### config.mk
export PLATFORM = sky130hd
export DESIGN_NAME = sorted_priority_queue
export DESIGN_NICKNAME = d
export VERILOG_FILES = /design/src/rtl/spq_pkg.sv /design/src/rtl/spq_cell.sv /design/src/rtl/sorted_priority_queue.sv
export SDC_FILE = /design/constraint.sdc
export NUM_CORES = 1
export LEC_CHECK = 0
export BUFFER_PORTS_ARGS = -buffer_cell sky130_fd_sc_hd__buf_2
export CORE_ASPECT_RATIO = 0.8
export CORE_UTILIZATION = 45
export CTS_CLUSTER_DIAMETER = 80
export DETAILED_ROUTE_END_ITERATION = 8
export PLACE_DENSITY_LB_ADDON = 0.25
export SYNTH_ARGS = -nofsm -noshare
export SYNTH_HDL_FRONTEND = slang
export SYNTH_SLANG_ARGS = --single-unit
### constraint.sdc
create_clock -name clk -period 4.1 [get_ports clk]
set_clock_uncertainty 0.1 [all_clocks]
set_input_delay 0.41 -clock clk [delete_from_list [all_inputs] [get_ports clk]]
set_output_delay 0.41 -clock clk [all_outputs]
set_load 0.01 [all_outputs]
### src/rtl/spq_pkg.sv
`default_nettype none
package spq_pkg;

	localparam int DEPTH          = 16;
	localparam int TAG_WIDTH      = 16;
	localparam int PRIORITY_WIDTH = 4;
	localparam int CNT_WIDTH      = $clog2(DEPTH + 1);
	localparam int STATUS_WIDTH   = 2;

	// Command codes
	localparam logic CMD_ENQUEUE = 1'b0;
	localparam logic CMD_DEQUEUE = 1'b1;

	// Status codes
	localparam logic [STATUS_WIDTH-1:0] ST_OK    = 2'd0;
	localparam logic [STATUS_WIDTH-1:0] ST_FULL  = 2'd1;
	localparam logic [STATUS_WIDTH-1:0] ST_EMPTY = 2'd2;

	typedef struct packed {
		logic                      command;
		logic [TAG_WIDTH-1:0]      tag;
		logic [PRIORITY_WIDTH-1:0] priority_req;
	} in_t;

	typedef struct packed {
		logic [STATUS_WIDTH-1:0]   status;
		logic [TAG_WIDTH-1:0]      out_tag;
		logic [PRIORITY_WIDTH-1:0] out_priority;
		logic [CNT_WIDTH-1:0]      occupancy;
		logic                      is_empty;
	} out_t;

	// One stored entry
	typedef struct packed {
		logic [TAG_WIDTH-1:0]      tag;
		logic [PRIORITY_WIDTH-1:0] prio;
	} entry_t;

	// Broadcast from the controller to every cell
	typedef struct packed {
		logic   enq;
		logic   deq;
		entry_t ent;
	} cell_ctrl_t;

endpackage
`default_nettype wire

### src/rtl/spq_cell.sv
`default_nettype none
module spq_cell (
	input  wire logic               clk,
	input  wire spq_pkg::cell_ctrl_t ctrl,
	input  wire logic               occupied,
	input  wire logic               left_goes_right,
	input  wire spq_pkg::entry_t    left_ent,
	input  wire spq_pkg::entry_t    right_ent,
	output logic                    goes_right,
	output spq_pkg::entry_t         ent
);
	import spq_pkg::*;

	entry_t ent_q;

	// New entry belongs somewhere to the right of this cell
	assign goes_right = occupied && (ent_q.prio < ctrl.ent.prio);
	assign ent        = ent_q;

	// Insert: keep, take new entry, or shift in from the left.
	// Remove: shift in from the right.
	always_ff @(posedge clk) begin
		if (ctrl.enq) begin
			if (!goes_right) begin
				if (left_goes_right) begin
					ent_q <= ctrl.ent;
				end else begin
					ent_q <= left_ent;
				end
			end
		end else if (ctrl.deq) begin
			ent_q <= right_ent;
		end
	end

endmodule
`default_nettype wire

### src/rtl/sorted_priority_queue.sv
`default_nettype none
// Sorted priority queue built as a chain of DEPTH entry cells.
// Each input transaction's result is registered in the output register.
// Throughput: one transaction per cycle while results are taken; every cell
// compares and shifts in the same cycle, and the output register frees up as
// soon as it is taken. Reset clears the entry count and the output valid;
// cell contents are left as they are and are never read before being written.
module sorted_priority_queue (
	input  wire logic           clk,
	input  wire logic           arst_n,
	input  wire logic           in_valid,
	output logic                in_ready,
	input  wire spq_pkg::in_t   in_data,
	output logic                out_valid,
	input  wire logic           out_ready,
	output spq_pkg::out_t       out_data
);
	import spq_pkg::*;

	logic [CNT_WIDTH-1:0] count_q;
	logic                 out_valid_q;
	out_t                 out_q;

	logic                 accept;
	logic                 is_full;
	logic                 is_void;
	cell_ctrl_t           ctrl;
	logic [DEPTH-1:0]     goes_right;
	entry_t               ents [DEPTH];
	out_t                 res_d;

	assign in_ready  = !out_valid_q || out_ready;
	assign accept    = in_valid && in_ready;
	assign is_full   = (count_q == CNT_WIDTH'(DEPTH));
	assign is_void   = (count_q == '0);
	assign out_valid = out_valid_q;
	assign out_data  = out_q;

	// Command decode broadcast to the chain
	always_comb begin
		ctrl.enq     = accept && (in_data.command == CMD_ENQUEUE) && !is_full;
		ctrl.deq     = accept && (in_data.command == CMD_DEQUEUE) && !is_void;
		ctrl.ent.tag  = in_data.tag;
		ctrl.ent.prio = in_data.priority_req;
	end

	// Cell chain
	for (genvar i = 0; i < DEPTH; i++) begin : g_cell
		logic   occ;
		logic   lgr;
		entry_t lent;
		entry_t rent;

		assign occ = (count_q > CNT_WIDTH'(i));
		if (i == 0) begin : g_first
			assign lgr  = 1'b1;
			assign lent = ents[0];
		end else begin : g_mid
			assign lgr  = goes_right[i-1];
			assign lent = ents[i-1];
		end
		if (i == DEPTH - 1) begin : g_last
			assign rent = ents[i];
		end else begin : g_inner
			assign rent = ents[i+1];
		end

		spq_cell u_cell (
			.clk             (clk),
			.ctrl            (ctrl),
			.occupied        (occ),
			.left_goes_right (lgr),
			.left_ent        (lent),
			.right_ent       (rent),
			.goes_right      (goes_right[i]),
			.ent             (ents[i])
		);
	end

	// Entry count and result valid
	always_ff @(posedge clk or negedge arst_n) begin
		if (!arst_n) begin
			count_q     <= '0;
			out_valid_q <= 1'b0;
		end else begin
			if (ctrl.enq) begin
				count_q <= count_q + 1'b1;
			end else if (ctrl.deq) begin
				count_q <= count_q - 1'b1;
			end
			if (accept) begin
				out_valid_q <= 1'b1;
			end else if (out_ready) begin
				out_valid_q <= 1'b0;
			end
		end
	end

	// Result for the transaction being accepted
	always_comb begin
		res_d           = '0;
		res_d.status    = ST_OK;
		res_d.occupancy = count_q;
		res_d.is_empty  = is_void;
		if (in_data.command == CMD_ENQUEUE) begin
			if (is_full) begin
				res_d.status = ST_FULL;
			end else begin
				res_d.occupancy = count_q + 1'b1;
				res_d.is_empty  = 1'b0;
			end
		end else begin
			if (is_void) begin
				res_d.status = ST_EMPTY;
			end else begin
				res_d.out_tag      = ents[0].tag;
				res_d.out_priority = ents[0].prio;
				res_d.occupancy    = count_q - 1'b1;
				res_d.is_empty     = (count_q == CNT_WIDTH'(1));
			end
		end
	end

	// Result register
	always_ff @(posedge clk) begin
		if (accept) begin
			out_q <= res_d;
		end
	end

endmodule
`default_nettype wire

==> impl_metrics.csv <==
group,metric,value,unit
placement,hpwlAfterDp,36.1,mm
setup_path,cp-end-kind,"register",
logic_synthesis,synth_flop_cell,"edfxtp_1",
routing,drt-total-wl,56.0,mm
sta,setup_viol,0,
die,die_x,229,um
sta,tightest_slew,0.928,ns
sta,fin_crit,3.20,ns
routing,drtPass1Iterations,5,
clock_network,clockRootBuffer,"clkbuf_16",
sta,max-slew-margin-rel,0.381,
pwr,p_leak,0.00749,uW
sta,period_share,0.781,
clock_network,cts_buffer_depth,3,
pwr,totalPowerFinal,13400,uW
pwr,power.density,642,nW/um^2
run_status,status,"completed",
logic_synthesis,synth_warnings,0,
routing,detail-route-antenna-nets,0,
grt,grt_max_degree,167,
setup_path,crit_fanout,17,
sta,clock.fmax,0.312,GHz
layout,finalNetCount,1796,
sta,hold-worst-slack,0.0624,ns
logic_synthesis,synth_edf_count,348,
logic_synthesis,synth-seq-area-share,0.572,
clock_network,cts-htree-levels,2,
clock_network,cts_tree,"yes",
logic_synthesis,synth-seq-cells,354,
sta,hold_violations,0,
setup_path,start_kind,"register",
layout,area_growth,12.7,%
setup_path,critical_path_class,"reg -> reg",
setup_path,critPathRequiredTime,4.29,ns
logic_synthesis,synth_nets,1781,
placement,place.gp.congestion,0.913,
layout,stdcell_count,2288,
die,start_util,0.456,
die,die_height,183,um
routing,dr_total_vias,14300,
logic_synthesis,syn_inst,1702,
pwr,peakVddDrop,0.350,mV
grt,grt_pass1_vias,13800,
clock_network,clock-sinks,354,
setup_path,cp.arrival,3.40,ns
routing,routedWlPerCell,24.5,um
flow_run,drv_cap,0,
die,coreArea,40600,um^2
die,num_io_pins,55,
logic_synthesis,synth.avg_cell_area,10.9,um^2
routing,drt_iter0_drc,1724,
placement,dp_cells,2219,
die,rows,66,
clock_network,post_cts_resized,0,
clock_network,hold_buffers,2,
grt,grt_usage,0.266,
layout,fin_area,20900,um^2
grt,antenna_found_initial,0,
routing,vias_per_cell,6.23,
placement,placed_area,19600,um^2
logic_synthesis,synthArstFlopShare,0.0169,
layout,drive_gt1_frac,0.133,
grt,grt_overflow,0,
placement,io_buffers,54,
sta,slew_violations,0,
clock_network,clk_pin_slew,0.06,ns
die,dieArea,42000,um^2
clock_network,clkLatencyLatePin,0.56,ns
logic_synthesis,synth_cell_type_count,56,
grt,grt_pass1_wl,84.7,mm
routing,post-route-drc-count,0,
clock_network,cts_made_buffers,38,
sta,rsz0062_at_grt,"false",
hold_path,holdCritPathClass,"in -> reg",
logic_synthesis,syn_area,18500,um^2
clock_network,post_cts_buffers,0,
[sequential cells by signal, summed over array words and instances (netlist names)]
| register | cells |
|---|---|
| out_data | 28 |
| count_q | 5 |
| g_cell.u_cell.ent | 320 |
| out_valid | 1 |
[per-layer routing]
layer  part of all wire  routed length (um)  track usage
met1               0.44               24700        0.382
met2               0.44               24700        0.407
met3              0.091                5120       0.0512
met4              0.028                1550       0.0840
met5                  0                   0            0
[cell type report]
class / instances / area [um^2]
sequential: 354 / 10600
clock inverter: 20 / 267
antenna: 1 / 2.50
tap: 544 / 681
timing repair buffer: 135 / 971
fill: 3653 / 19800
clock buffer: 46 / 1000
multi-input combinational: 1178 / 7320
inverter: 10 / 37.5
[where the power goes]
part / total [uW] / switching, uW / internal, uW
registers: 5350 / 425 / 4930
logic: 4410 / 3060 / 1350
clock network: 3640 / 1520 / 2130
total: 13400 / 5000 / 8410
[cells in the mapped netlist, drive strengths merged (5+ instances only)]
cell	number	area share
a211oi	11	0.0045
a21oi	80	0.022
and2	22	0.0076
buf	86	0.024
clkbuf	74	0.015
dfrtp	6	0.0081
edfxtp	348	0.56
ha	54	0.036
inv	10	0.0020
mux2	17	0.010
mux2i	60	0.032
nand2	315	0.064
nand2b	19	0.0064
nand3	183	0.049
nor2	67	0.014
nor3	5	0.0016
o211ai	265	0.11
o21ai	34	0.0092
[critical path: stages (launching register included)]
cell and delay, ns:
dfrtp_1 0.59, nor3_2 0.60, a21boi_2 0.13, nand2_1 0.63, nand2_1 0.54, buf_4 0.35
[cell families after synthesis]
| group | Yosys count | share of synthesized area |
|---|---|---|
| mux | 77 | 0.0427 |
| buf+inv | 170 | 0.0411 |
| compound gates | 418 | 0.157 |
| flops | 354 | 0.572 |
| simple gates | 624 | 0.148 |
| fa+ha+maj | 54 | 0.0365 |
| xor+xnor | 5 | 0.00236 |
[placed cells by master, fill, tap and decap left out, drive strengths merged, types with 12 or more instances in the layout]
master,netlist,layout
ha,54,54
nand3,183,183
edfxtp,348,348
nand2b,19,19
o211ai,265,265
a21oi,80,80
buf,86,133
mux2i,60,60
mux2,17,17
and2,22,22
nor2,67,67
o21ai,34,34
nand2,315,315
clkbuf,74,46
inv,10,12
[worst paths after layout]
path	start	to	slack [ns]	depth (start not counted)
worst max-delay path	count_q[2]$_DFFE_PN0P_	g_cell[8].u_cell.ent[14]$_DFFE_PP_	0.90	5
worst min-delay path	out_ready	out_valid$_DFFE_PN0P_	0.06	3
worst max register to register	count_q[2]$_DFFE_PN0P_	g_cell[8].u_cell.ent[14]$_DFFE_PP_	0.90	5
worst min register to register	out_valid$_DFFE_PN0P_	out_valid$_DFFE_PN0P_	0.43	2
max in group asynchronous	arst_n	count_q[2]$_DFFE_PN0P_	3.61	2
min in group asynchronous	arst_n	out_valid$_DFFE_PN0P_	0.12	2
[metrics by stage]
| step | worst slack, ns | util | TNS (ns) |
|---|---|---|---|
| 2_1_floorplan | -0.0324 | - | -2.60 |
| 3_3_place_gp | 0.924 | 0.482 | 0 |
| 3_5_place_dp | 0.824 | 0.482 | 0 |
| 4_1_cts | 0.958 | 0.514 | 0 |
| 5_1_grt | 0.777 | 0.514 | 0 |
| 6_report | 0.899 | 0.514 | 0 |
No activity file was read; power rests on OpenSTA's default activity.
